**config.mk**
```make
export PLATFORM = sky130hd
export DESIGN_NAME = dnd_walk
export DESIGN_NICKNAME = d
export VERILOG_FILES = /design/src/hw/rtl/dnd_pkg.sv /design/src/hw/rtl/dnd_walk.sv
export SDC_FILE = /design/constraint.sdc
export NUM_CORES = 1
export LEC_CHECK = 0
export ABC_AREA = 1
export BUFFER_PORTS_ARGS = -buffer_cell sky130_fd_sc_hd__clkbuf_2
export CORE_MARGIN = 8
export CORE_UTILIZATION = 26
export CTS_CLUSTER_SIZE = 30
export DETAILED_ROUTE_END_ITERATION = 16
export SLEW_MARGIN = 20
export SYNTH_ARGS = -nofsm -noshare
export SYNTH_HDL_FRONTEND = slang
export SYNTH_SLANG_ARGS = --single-unit
```
**constraint.sdc**
```tcl
create_clock -name aclk -period 5.2 [get_ports aclk]
set_input_delay 0.26 -clock aclk [delete_from_list [all_inputs] [get_ports aclk]]
set_output_delay 0.26 -clock aclk [all_outputs]
set_load 0.05 [all_outputs]
```
**src/hw/rtl/dnd_pkg.sv**
```systemverilog
// ----------------------------------------------------------------------------
// dnd_pkg
// Shared types and constants for the DNS name decompression block.
// ----------------------------------------------------------------------------
package dnd_pkg;

    localparam int MSG_DEPTH = 4096;
    localparam int MSG_AW    = $clog2(MSG_DEPTH);
    localparam int LEN_W     = MSG_AW + 1;
    localparam int PTR_W     = 14;
    localparam int ITER_W    = MSG_AW;

    localparam int NAME_MAX  = 254;
    localparam int NAME_AW   = 8;
    localparam int LANES     = 8;
    localparam int LANE_AW   = $clog2(LANES);
    localparam int ROW_AW    = NAME_AW - LANE_AW;
    localparam int NAME_ROWS = 1 << ROW_AW;

    localparam logic       ACT_LOAD   = 1'b0;
    localparam logic       ACT_EXPAND = 1'b1;
    localparam logic       STATUS_OK  = 1'b0;
    localparam logic       STATUS_ERR = 1'b1;
    localparam logic [7:0] DOT_CHAR   = 8'h2e;

    typedef struct packed {
        logic        action;
        logic [11:0] byte_addr;
        logic [7:0]  byte_value;
        logic [12:0] msg_len;
        logic [7:0]  out_space;
    } in_word_t;

    typedef struct packed {
        logic [63:0] name_bytes;
        logic [3:0]  byte_count;
        logic        last;
        logic        status;
        logic [12:0] consumed;
    } out_word_t;

    typedef struct packed {
        logic               en;
        logic [NAME_AW-1:0] addr;
        logic [7:0]         data;
    } nb_wr_t;

endpackage

```
**src/hw/rtl/dnd_walk.sv**
```systemverilog
// ----------------------------------------------------------------------------
// dnd_walk
// Label/pointer walker, name chunk emitter and output register.
// ----------------------------------------------------------------------------
module dnd_walk (
    input  logic                       aclk,
    input  logic                       aresetn,
    input  logic                       s_valid,
    output logic                       s_ready,
    input  dnd_pkg::in_word_t          s_data,
    output logic [dnd_pkg::MSG_AW-1:0] msg_raddr,
    input  logic [7:0]                 msg_rdata,
    output dnd_pkg::nb_wr_t            nb_wr,
    output logic [dnd_pkg::ROW_AW-1:0] nb_rrow,
    input  logic [63:0]                nb_rdata,
    output logic                       m_valid,
    input  logic                       m_ready,
    output dnd_pkg::out_word_t         m_data
);

    typedef enum logic [2:0] {
        ST_IDLE,
        ST_HEAD,
        ST_PTR,
        ST_COPY,
        ST_OUT,
        ST_ERR
    } state_t;

    state_t                         state_reg, state_next;
    logic [dnd_pkg::MSG_AW-1:0]     p_reg, p_next;
    logic [dnd_pkg::MSG_AW-1:0]     start_reg, start_next;
    logic [dnd_pkg::LEN_W-1:0]      mlen_reg, mlen_next;
    logic [dnd_pkg::NAME_AW-1:0]    cap_reg, cap_next;
    logic [dnd_pkg::NAME_AW-1:0]    d_reg, d_next;
    logic [dnd_pkg::ITER_W-1:0]     iter_reg, iter_next;
    logic                           have_len_reg, have_len_next;
    logic [dnd_pkg::LEN_W-1:0]      len_reg, len_next;
    logic [5:0]                     hi_reg, hi_next;
    logic [5:0]                     cnt_reg, cnt_next;
    logic [dnd_pkg::ROW_AW-1:0]     k_reg, k_next;
    logic                           m_valid_reg, m_valid_next;
    dnd_pkg::out_word_t             m_data_reg, m_data_next;

    logic [dnd_pkg::LEN_W-1:0]      mlen_in;
    logic [dnd_pkg::NAME_AW-1:0]    cap_in;
    logic [dnd_pkg::LEN_W-1:0]      p_inc;
    logic [dnd_pkg::LEN_W-1:0]      rem_msg;
    logic [dnd_pkg::NAME_AW-1:0]    d_dot;
    logic [dnd_pkg::NAME_AW-1:0]    rem_cap;
    logic [dnd_pkg::PTR_W-1:0]      target;
    logic [dnd_pkg::LEN_W:0]        iter_init;
    logic [dnd_pkg::NAME_AW-1:0]    rem_name;
    logic [3:0]                     cnt_out;
    logic                           chunk_last;
    logic [63:0]                    chunk;
    logic                           out_free;

    assign s_ready = (state_reg == ST_IDLE);
    assign m_valid = m_valid_reg;
    assign m_data  = m_data_reg;
    assign out_free = !m_valid_reg || m_ready;

    always_comb begin
        mlen_in   = (s_data.msg_len > dnd_pkg::LEN_W'(dnd_pkg::MSG_DEPTH)) ?
                    dnd_pkg::LEN_W'(dnd_pkg::MSG_DEPTH) : s_data.msg_len;
        cap_in    = (s_data.out_space > dnd_pkg::NAME_AW'(dnd_pkg::NAME_MAX)) ?
                    dnd_pkg::NAME_AW'(dnd_pkg::NAME_MAX) : s_data.out_space;
        iter_init = ({1'b0, mlen_in} + (dnd_pkg::LEN_W + 1)'(1)) >> 1;
        p_inc     = {1'b0, p_reg} + dnd_pkg::LEN_W'(1);
        rem_msg   = mlen_reg - p_inc;
        d_dot     = d_reg + dnd_pkg::NAME_AW'(d_reg != '0);
        rem_cap   = cap_reg - d_dot;
        target    = {hi_reg, msg_rdata};
        rem_name  = d_reg - {k_reg, 3'b000};
        cnt_out   = (rem_name > 8'd8) ? 4'd8 : rem_name[3:0];
        chunk_last = (rem_name <= 8'd8);
        for (int i = 0; i < dnd_pkg::LANES; i++) begin
            chunk[i*8 +: 8] = (4'(i) < cnt_out) ? nb_rdata[i*8 +: 8] : 8'h00;
        end

        state_next    = state_reg;
        p_next        = p_reg;
        start_next    = start_reg;
        mlen_next     = mlen_reg;
        cap_next      = cap_reg;
        d_next        = d_reg;
        iter_next     = iter_reg;
        have_len_next = have_len_reg;
        len_next      = len_reg;
        hi_next       = hi_reg;
        cnt_next      = cnt_reg;
        k_next        = k_reg;
        m_valid_next  = m_valid_reg && !m_ready;
        m_data_next   = m_data_reg;
        msg_raddr     = p_reg;
        nb_rrow       = k_reg;
        nb_wr.en      = 1'b0;
        nb_wr.addr    = d_reg;
        nb_wr.data    = msg_rdata;

        unique case (state_reg)
            ST_IDLE: begin
                msg_raddr = s_data.byte_addr;
                if (s_valid && s_data.action == dnd_pkg::ACT_EXPAND) begin
                    mlen_next     = mlen_in;
                    cap_next      = cap_in;
                    p_next        = s_data.byte_addr;
                    start_next    = s_data.byte_addr;
                    d_next        = '0;
                    have_len_next = 1'b0;
                    iter_next     = iter_init[dnd_pkg::ITER_W-1:0];
                    if ({1'b0, s_data.byte_addr} >= mlen_in || s_data.out_space == '0) begin
                        state_next = ST_ERR;
                    end else begin
                        state_next = ST_HEAD;
                    end
                end
            end
            ST_HEAD: begin
                if (iter_reg == '0) begin
                    state_next = ST_ERR;
                end else begin
                    iter_next = iter_reg - dnd_pkg::ITER_W'(1);
                    if (msg_rdata[7:6] != 2'b00) begin
                        hi_next = msg_rdata[5:0];
                        if (!have_len_reg) begin
                            have_len_next = 1'b1;
                            len_next = p_inc + dnd_pkg::LEN_W'(1) - {1'b0, start_reg};
                        end
                        msg_raddr = p_inc[dnd_pkg::MSG_AW-1:0];
                        if (p_inc == mlen_reg) begin
                            state_next = ST_ERR;
                        end else begin
                            state_next = ST_PTR;
                        end
                    end else if (msg_rdata != 8'h00) begin
                        if (d_reg != '0) begin
                            nb_wr.en   = 1'b1;
                            nb_wr.data = dnd_pkg::DOT_CHAR;
                        end
                        d_next    = d_dot;
                        cnt_next  = msg_rdata[5:0];
                        p_next    = p_inc[dnd_pkg::MSG_AW-1:0];
                        msg_raddr = p_inc[dnd_pkg::MSG_AW-1:0];
                        if (dnd_pkg::LEN_W'(msg_rdata[5:0]) >= rem_msg ||
                            dnd_pkg::NAME_AW'(msg_rdata[5:0]) >= rem_cap) begin
                            state_next = ST_ERR;
                        end else begin
                            state_next = ST_COPY;
                        end
                    end else begin
                        if (!have_len_reg) begin
                            len_next = p_inc - {1'b0, start_reg};
                        end
                        k_next     = '0;
                        nb_rrow    = '0;
                        state_next = ST_OUT;
                    end
                end
            end
            ST_PTR: begin
                p_next    = target[dnd_pkg::MSG_AW-1:0];
                msg_raddr = target[dnd_pkg::MSG_AW-1:0];
                if (target >= dnd_pkg::PTR_W'(mlen_reg)) begin
                    state_next = ST_ERR;
                end else begin
                    state_next = ST_HEAD;
                end
            end
            ST_COPY: begin
                nb_wr.en  = 1'b1;
                d_next    = d_reg + dnd_pkg::NAME_AW'(1);
                p_next    = p_inc[dnd_pkg::MSG_AW-1:0];
                msg_raddr = p_inc[dnd_pkg::MSG_AW-1:0];
                cnt_next  = cnt_reg - 6'd1;
                if (cnt_reg == 6'd1) begin
                    state_next = ST_HEAD;
                end
            end
            ST_OUT: begin
                if (out_free) begin
                    m_valid_next           = 1'b1;
                    m_data_next.name_bytes = chunk;
                    m_data_next.byte_count = cnt_out;
                    m_data_next.last       = chunk_last;
                    m_data_next.status     = dnd_pkg::STATUS_OK;
                    m_data_next.consumed   = chunk_last ? len_reg : '0;
                    if (chunk_last) begin
                        state_next = ST_IDLE;
                    end else begin
                        k_next  = k_reg + dnd_pkg::ROW_AW'(1);
                        nb_rrow = k_reg + dnd_pkg::ROW_AW'(1);
                    end
                end
            end
            ST_ERR: begin
                if (out_free) begin
                    m_valid_next           = 1'b1;
                    m_data_next.name_bytes = '0;
                    m_data_next.byte_count = '0;
                    m_data_next.last       = 1'b1;
                    m_data_next.status     = dnd_pkg::STATUS_ERR;
                    m_data_next.consumed   = '0;
                    state_next             = ST_IDLE;
                end
            end
            default: begin
                state_next = ST_IDLE;
            end
        endcase
    end

    always_ff @(posedge aclk) begin
        if (!aresetn) begin
            state_reg   <= ST_IDLE;
            m_valid_reg <= 1'b0;
        end else begin
            state_reg   <= state_next;
            m_valid_reg <= m_valid_next;
        end
        p_reg        <= p_next;
        start_reg    <= start_next;
        mlen_reg     <= mlen_next;
        cap_reg      <= cap_next;
        d_reg        <= d_next;
        iter_reg     <= iter_next;
        have_len_reg <= have_len_next;
        len_reg      <= len_next;
        hi_reg       <= hi_next;
        cnt_reg      <= cnt_next;
        k_reg        <= k_next;
        m_data_reg   <= m_data_next;
    end

endmodule

```
Word level (Yosys, flattened, before mapping) --
Cells that the tools add are included.
Word-level totals: register bits after elaboration 183, output and inout port bits 119, input port bits 118, word-level logic and storage cells 169
Cells by class: magnitude comparators 16, reduce and logical (&&, ||, !) cells 29, add/subtract/negate cells 13, muxes and demuxes 73, bitwise gates (word level) 1, equal/unequal tests 19
Operators by type and width (count):
- two-way mux 83 bit | 2
- one-hot mux 83 bit (2 select lines) | 1
- two-way mux 8 bit | 17
- two-way mux 12 bit | 8
- one-hot mux 12 bit (4 select lines) | 2
- two-way mux 13 bit | 6
- two-way mux 3 bit | 12
- adder 13 x 1 -> 13 bit (second input constant) | 2
- subtractor 13 x 12 -> 13 bit | 2
- two-way mux 5 bit | 5
- one-hot mux 12 bit (2 select lines) | 1
- one-hot mux 8 bit (3 select lines) | 1
- inequality test 2 bit (second input constant) | 10
- two-way mux 6 bit | 3
- one-hot mux 3 bit (6 select lines) | 1
- less-than comparator 3 x 4 -> 1 bit (first input constant) | 4
- nonzero test 8 bit | 2
- subtractor 8 bit | 2
- AND reduction 5 bit | 3
- greater-or-equal comparator 14 x 13 -> 1 bit | 1
- adder 12 x 1 -> 13 bit (second input constant) | 1
- == test 13 bit | 1
- greater-or-equal comparator 12 x 13 -> 1 bit | 1
- greater-or-equal comparator 6 x 13 -> 1 bit | 1
- 37 further kinds | 62

Longest topological paths before layout --
Gate-level depths: netlist (run 1).
word-level depth 10, mapped depth 30, depth with buffers taken out 30

Worst setup path before layout (run 1) --
OpenSTA, ideal clock, no wires.
kind flip-flop to flip-flop, start point reg state_reg[2], end point reg m_data_reg, in the netlist m_data[0] (enable), setup time 0.525 ns, arrival 4.186 ns, cell stages (with the launch flop) 6, path buffers 1, required time 4.675 ns, clock period less this slack 4.711 ns, setup slack 0.489 ns, path through dfxtp_1 > buf_2 > inv_1 > nor2_1 > inv_1 > nor2_1
On the way: longest elaborated chain between the ends 3, elaborated cells on any way between the ends 6, those cells by class eq/ne: 4; reduce/logical: 2
RTL lines:
- from (decl) | RTL line dnd_walk.sv:30 | state_t state_reg, state_next;
- from (signal assigned) | RTL line dnd_walk.sv:219 | state_reg <= state_next;
- == test 3 bit | RTL line dnd_walk.sv:102 | unique case (state_reg)
- inequality test 2 bit (no source line) or nonzero test 2 bit (tied branches)
- AND reduction 3 bit (no source line) *
- to (signal assigned) | RTL line dnd_walk.sv:233 | m_data_reg <= m_data_next;
- to (decl) | RTL line dnd_walk.sv:43 | dnd_pkg::out_word_t m_data_reg, m_data_next;
Every way passes the cells marked *; elsewhere a longest branch is shown, timed or not. A chain may end at the register's enable or synchronous reset.

Final worst setup path (run 1) --
start point reg d_reg[1] (netlist name), end point reg state_reg[2]
On the way: longest elaborated chain between the ends 10, elaborated cells on any way between the ends 14, those cells by class add/sub: 3; order compare: 2; eq/ne: 1; mux: 5; reduce/logical: 3
RTL lines:
- from (decl) | RTL line dnd_walk.sv:35 | logic [dnd_pkg::NAME_AW-1:0] d_reg, d_next;
- from (signal assigned) | RTL line dnd_walk.sv:226 | d_reg <= d_next;
- nonzero test 8 bit | RTL line dnd_walk.sv:72 | d_dot = d_reg + dnd_pkg::NAME_AW'(d_reg != '0);
- adder 8 x 1 -> 8 bit | RTL line dnd_walk.sv:72
- subtractor 8 bit | RTL line dnd_walk.sv:73 | rem_cap = cap_reg - d_dot;
- greater-or-equal comparator 6 x 8 -> 1 bit | RTL line dnd_walk.sv:147 | dnd_pkg::NAME_AW'(msg_rdata[5:0]) >= rem_cap) begin
- logical OR 1 bit | RTL line dnd_walk.sv:146 | if (dnd_pkg::LEN_W'(msg_rdata[5:0]) >= rem_msg ||
- two-way mux 3 bit | RTL line dnd_walk.sv:146
- two-way mux 3 bit | RTL line dnd_walk.sv:137 | end else if (msg_rdata != 8'h00) begin
- two-way mux 3 bit | RTL line dnd_walk.sv:125 | if (msg_rdata[7:6] != 2'b00) begin
- two-way mux 3 bit | RTL line dnd_walk.sv:121 | if (iter_reg == '0) begin
- one-hot mux 3 bit (6 select lines) | RTL line dnd_walk.sv:102
Parallel ways exist; a longest one is shown, timed or not.

==> flow_metrics.py, run 1 <==
metrics = {
    "clock_network": {
        "clk_pin_slew_ns": 0.07,
        "cts_resized": 0,
        "root_buffer": "clkbuf_16",
        "htree_num_levels": 4,
        "clock-sinks": 183,
        "clock_latency_ns": 0.46,
        "cts_setup_buffers": 0,
        "clockBufferDepth": 2,
        "ctsHoldBuffers": 5,
        "cts_buffers": 17,
        "cts_tree": "built",
    },
    "global_routing": {
        "grt_pass1_vias": 10630,
        "antenna_found_initial": 1,
        "grt_max_degree": 84,
        "track_usage_pct": 13.57,
        "overflow": 0,
        "grt_first_pass_wirelength_um": 57720,
    },
    "status": {
        "run_status": "complete, no violations",
    },
    "floorplanning": {
        "die_w_um": 234.2,
        "dieHeight_um": 234.2,
        "start_util_pct": 26.15,
        "fp-row-count": 80,
        "fp.coreArea_um2": 47350,
        "ios": 237,
        "die-area_um2": 54860,
    },
    "sta": {
        "worst_slack_ns": 1.195,
        "fmax_mhz": 249.7,
        "worst_slew_pin_slew_ns": 0.8601,
        "fin_tns_setup_ns": 0,
        "period_needed_ns": 4.005,
        "max_slew_margin_pct": 42.66,
        "fin_crit_sh_pct": 77.02,
        "finalSetupViolCount": 0,
        "rsz0062_at_grt": "false",
        "hold_violations": 0,
        "drv_slew": 0,
        "skew_ns": 0.01337,
    },
    "critical_path": {
        "crit_arrival_ns": 4.35,
        "slowest_stage": "edfxtp_1",
        "start_kind": "flip-flop",
        "critPathKind": "reg -> reg",
        "crit_path_max_incr_delay_ns": 0.51,
        "cp_max_fo": 7,
        "reg2reg_to": "state_reg[2]",
        "cp-startpoint": "d_reg[1]",
        "required_ns": 5.54,
        "ff2ff_path_depth": 28,
        "endpoint_kind": "flip-flop",
        "cp_common_cell": "nand2_1",
        "r2r_slack_ns": 1.19,
        "timing.rr.start": "d_reg[1]",
    },
    "synthesis": {
        "synth_area_um2": 12380,
        "synthAdderAreaFrac_pct": 11.86,
        "synth-simple-area-share_pct": 20.62,
        "yosysWarnings": 0,
        "ys_types": 47,
        "synth_compound_area_share_pct": 10.49,
        "ys_ff_latch": 183,
        "synth.yosys.seq_area_share_pct": 43.66,
        "synth_xor_area_share_pct": 2.971,
        "syn-num-nets": 1736,
        "netlist_instances": 1509,
        "synth_top_family_by_area": "simple AND/OR/NAND/NOR gates",
        "synthMuxAreaShare_pct": 0,
        "synth_area_per_cell_um2": 8.205,
    },
    "layout": {
        "largest_register_ffs": 83,
        "final_nets": 1966,
        "area.growth.synth_to_final_pct": 20.52,
        "drive_above_1_share_pct": 16.50,
    },
    "pwr": {
        "ir_drop_v": 0.0002830,
        "power_frac_seq_pct": 26.3,
        "combPwrFrac_pct": 59.4,
        "switching_share_pct": 50.95,
        "switchingPower_mw": 4.823,
        "power_density_nw_per_um2": 634.5,
        "power_frac_clock_pct": 14.3,
        "leakagePower_nw": 7.075,
        "p_int_mw": 4.644,
    },
    "drt": {
        "first_iter_violations": 689,
        "wl_per_cell_um": 15.93,
        "ant_nets": 0,
        "drt-vias-per-instance": 4.533,
        "via_count": 10740,
        "drt_wl_total_um": 37730,
        "firstDrtPassIters": 5,
        "drc": 0,
    },
    "min_path": {
        "min_from": "s_data[4]",
        "min_path_type": "in -> reg",
        "min_to": "cap_reg[4]",
        "holdPathStages": 1,
    },
    "placement": {
        "place_ws_ns": 1.243,
        "port_buffers": 228,
        "gp_congestion": 0.8768,
        "hpwl_um": 30890,
    },
    "flow_run": {
        "cap_violations": 0,
    },
}
## worst max-delay path, delay by kind of cell (launching register included)
kind            cells  cell delay, ns
flops               1            0.51
simple gates       13            0.95
buf+inv             6            0.56
xor+xnor            2            0.42
compound gates      3            0.44
fa+ha+maj           4            0.99
## power groups by stage
stage | Sequential [mW] | Clock [mW] | Combinational (mW)
after floorplan | 3.01 | 0 | 3.66
after global placement | 2.51 | 0 | 5.50
after detailed placement | 2.53 | 0 | 5.60
after CTS | 2.50 | 1.39 | 5.63
after global routing | 2.55 | 1.44 | 6.31
final | 2.49 | 1.35 | 5.62
## kinds of logic (layout without fill, tap and decap cells)
family | Yosys count | after routing
simple gates | 609 | 609
buf+inv | 340 | 583
compound gates | 226 | 226
flops | 183 | 183
fa+ha+maj | 109 | 109
xor+xnor | 42 | 42
other cells | 0 | 1
## cell type report
class	instances	area (µm²)
fillers	4974	32420
clock inverters	11	137.6
multi-input cells	986	5709
repair buffers	244	1294
inverters	307	1152
diodes	1	2.502
flip-flops and latches	183	5405
clock buffers	21	450.4
well taps	615	769.5
## through the flow
step / hold slack, ns / util [%] / cells / power [mW] / area, µm²
after CTS: 0.003756 / 31.44 / 2366 / 9.517 / 14880
after detailed placement: 0.4776 / 30.09 / 2329 / 8.133 / 14250
final: 0.03530 / 31.51 / 2368 / 9.467 / 14920
after global placement: 0.4742 / 30.08 / 2329 / 8.012 / 14240
after floorplan: 0.3589 / - / 1509 / 6.671 / 12380
after global routing: 0.01937 / 31.51 / 2368 / 10.30 / 14920
## cells in the mapped netlist (all sizes together)
cell type / n / area share (%)
inv: 307 / 9.3
nand2: 293 / 8.9
nor2: 188 / 5.8
edfxtp: 174 / 42
ha: 95 / 9.6
o21ai: 90 / 3.7
a21oi: 72 / 3.0
nand3: 67 / 2.7
xor2: 28 / 2.0
clkbuf: 27 / 0.82
nor3: 24 / 1.1
nand4: 18 / 0.91
fa: 14 / 2.3
xnor2: 14 / 0.99
o22ai: 11 / 0.56
o31ai: 10 / 0.61
dfxtp: 9 / 1.5
nand3b: 8 / 0.49
o21bai: 7 / 0.42
a31oi: 6 / 0.30
buf: 6 / 0.27
o2111ai: 6 / 0.42
a211oi: 5 / 0.30
nor4: 5 / 0.37
o211ai: 5 / 0.30
or2: 4 / 0.20
a21o: 3 / 0.18
a22oi: 3 / 0.18
a221oi: 2 / 0.14
o21a: 2 / 0.12
o311ai: 2 / 0.14
a21boi: 1 / 0.061
and2: 1 / 0.051
nor3b: 1 / 0.061
o32ai: 1 / 0.071
## how the worst max path moves through the flow
stage	endpoint	cells after the start	slack (ns)
final	state_reg[2]	28	1.19
after global routing	state_reg[2]	28	0.78
after CTS	state_reg[2]	28	1.21
after detailed placement	state_reg[2]	28	1.24
after global placement	state_reg[2]	28	1.23
after floorplan	m_data[0]	5	0.49
## cells in the final DEF (no fill, tap or decap), drive strengths merged, types with 28 or more instances in the layout
cell type | netlist | layout
inv | 307 | 312
nand2 | 293 | 293
clkbuf | 27 | 249
nor2 | 188 | 188
edfxtp | 174 | 174
ha | 95 | 95
o21ai | 90 | 90
a21oi | 72 | 72
nand3 | 67 | 67
xor2 | 28 | 28
## metal layers
metal	vias up	part of all wire, %	track usage, %
met4	0	1.9	4.464
li1	5400	-	-
met1	4976	44	17.44
met5	-	0	0
met2	321	47	22.23
met3	38	6.8	3.230
(Power assumes the default switching activity.)
==> run 2, diff against run 1 <==
- clock period: 5.2 -> 3.74 ns (I/O delays scaled with it)
==> flow_metrics.py, run 2 (synthesized netlist as in run 1, its figures left out) <==
metrics = {
    "status": {
        "run_status": "complete, no violations",
    },
    "critical_path": {
        "cp_max_fo": 6,
        "slowest_stage": "edfxtp_1",
        "critPathKind": "reg -> reg",
        "crit_path_max_incr_delay_ns": 0.40,
        "required_ns": 4.09,
        "crit_arrival_ns": 3.88,
        "start_kind": "flip-flop",
        "endpoint_kind": "flip-flop",
        "cp_common_cell": "nand2_1",
    },
    "floorplanning": {
        "ios": 237,
        "dieHeight_um": 234.2,
        "die-area_um2": 54860,
        "fp-row-count": 80,
        "start_util_pct": 26.15,
        "die_w_um": 234.2,
        "fp.coreArea_um2": 47350,
    },
    "layout": {
        "layout_commonest_cell": "inv_1",
        "largest_register_ffs": 83,
        "final_cell_mix": "inv_1, nand2_1, clkbuf_2",
        "fillCellCount": 4947,
        "area.growth.synth_to_final_pct": 24.45,
        "final_nets": 2012,
        "drive_above_1_share_pct": 18.08,
    },
    "sta": {
        "fin_crit_sh_pct": 94.36,
        "period_needed_ns": 3.529,
        "worst_slew_pin_slew_ns": 0.7633,
        "fmax_mhz": 283.3,
        "hold_violations": 0,
        "drv_slew": 0,
        "worst_slack_ns": 0.2108,
        "max_slew_margin_pct": 49.05,
        "skew_ns": 0.01048,
        "finalSetupViolCount": 0,
        "hold_ws_ns": 0.02541,
        "rsz0062_at_grt": "true",
    },
    "drt": {
        "first_iter_violations": 748,
        "drt-vias-per-instance": 4.548,
        "drt_wl_total_um": 38860,
        "drc": 0,
        "firstDrtPassIters": 5,
        "via_count": 10980,
        "wl_per_cell_um": 16.10,
        "ant_nets": 0,
    },
    "clock_network": {
        "cts_tree": "built",
        "clk_pin_slew_ns": 0.08,
        "clock-sinks": 183,
        "cts_buffers": 17,
        "clockBufferDepth": 2,
        "clock_latency_ns": 0.46,
        "root_buffer": "clkbuf_16",
        "htree_num_levels": 4,
    },
    "pwr": {
        "power_density_nw_per_um2": 878.7,
        "ir_drop_v": 0.0003293,
        "leakagePower_nw": 7.306,
        "finalPower_mw": 13.54,
    },
    "placement": {
        "hpwl_um": 31580,
        "port_buffers": 228,
        "gp_congestion": 0.8954,
        "place_ws_ns": 0.08278,
    },
    "flow_run": {
        "cap_violations": 0,
    },
    "global_routing": {
        "grt_max_degree": 44,
        "track_usage_pct": 13.78,
        "grt_first_pass_wirelength_um": 58710,
        "grt_pass1_vias": 10860,
        "antenna_found_initial": 1,
        "overflow": 0,
    },
    "min_path": {
        "min_path_type": "in -> reg",
    },
}
==> run 2: metal layers <==
layer	global-route usage (%)	share of wire (%)	wire [µm]
met3	3.314	6.6	2562
met4	3.697	1.7	648
met1	17.32	44	16970
met5	0	0	0
met2	23.39	48	18680
==> run 2: worst max-delay path: cells and delay by family (launching register included) <==
family          cells  cell delay, ns
simple gates       13            0.95
buf+inv             6            0.43
flops               1            0.40
xor+xnor            2            0.40
fa+ha+maj           4            0.81
compound gates      3            0.40
==> run 2: worst paths after layout <==
check                from           end  slack, ns  cells after the start
min          nb_rdata[27]    m_data[46]       0.03                      3
max              d_reg[1]  state_reg[2]       0.21                     28
min reg2reg  state_reg[0]  state_reg[0]       0.52                      2
max reg2reg      d_reg[1]  state_reg[2]       0.21                     28
==> run 2: final cells by class <==
class                   count  area (µm²)  area share [%]
repair buffers            290        1717           11.14
diodes                      1       2.502         0.01624
clock inverters            13       135.1          0.8771
well taps                 615       769.5           4.994
flip-flops and latches    183        5405           35.08
multi-input cells         986        5773           37.47
clock buffers              19       452.9           2.940
inverters                 307        1152           7.479
==> run 2: through the flow <==
| stage | setup TNS, ns | utilization (%) | cell area (µm²) | std cells |
|---|---|---|---|---|
| 5_1_grt | -0.1026 | 32.54 | 15410 | 2414 |
| 2_1_floorplan | 0 | - | 12380 | 1509 |
| 6_report | 0 | 32.54 | 15410 | 2414 |
| 4_1_cts | 0 | 32.32 | 15300 | 2409 |
| 3_5_place_dp | 0 | 30.52 | 14450 | 2351 |
| 3_3_place_gp | 0 | 30.52 | 14450 | 2351 |
==> run 2: where the power goes <==
| part | total, mW | internal [mW] | switching [mW] |
|---|---|---|---|
| Clock | 1.88 | 0.977 | 0.903 |
| Sequential | 3.38 | 3.09 | 0.291 |
| Combinational | 8.27 | 2.60 | 5.67 |
==> run 2: repair_timing <==
item / in CTS / in global routing
resized for setup: 0 / 14
endpoints found under the setup margin: 0 / 8
buffers inserted: 0 / 4
hold endpoints to repair: 26 / 0
hold buffers: 26 / 0
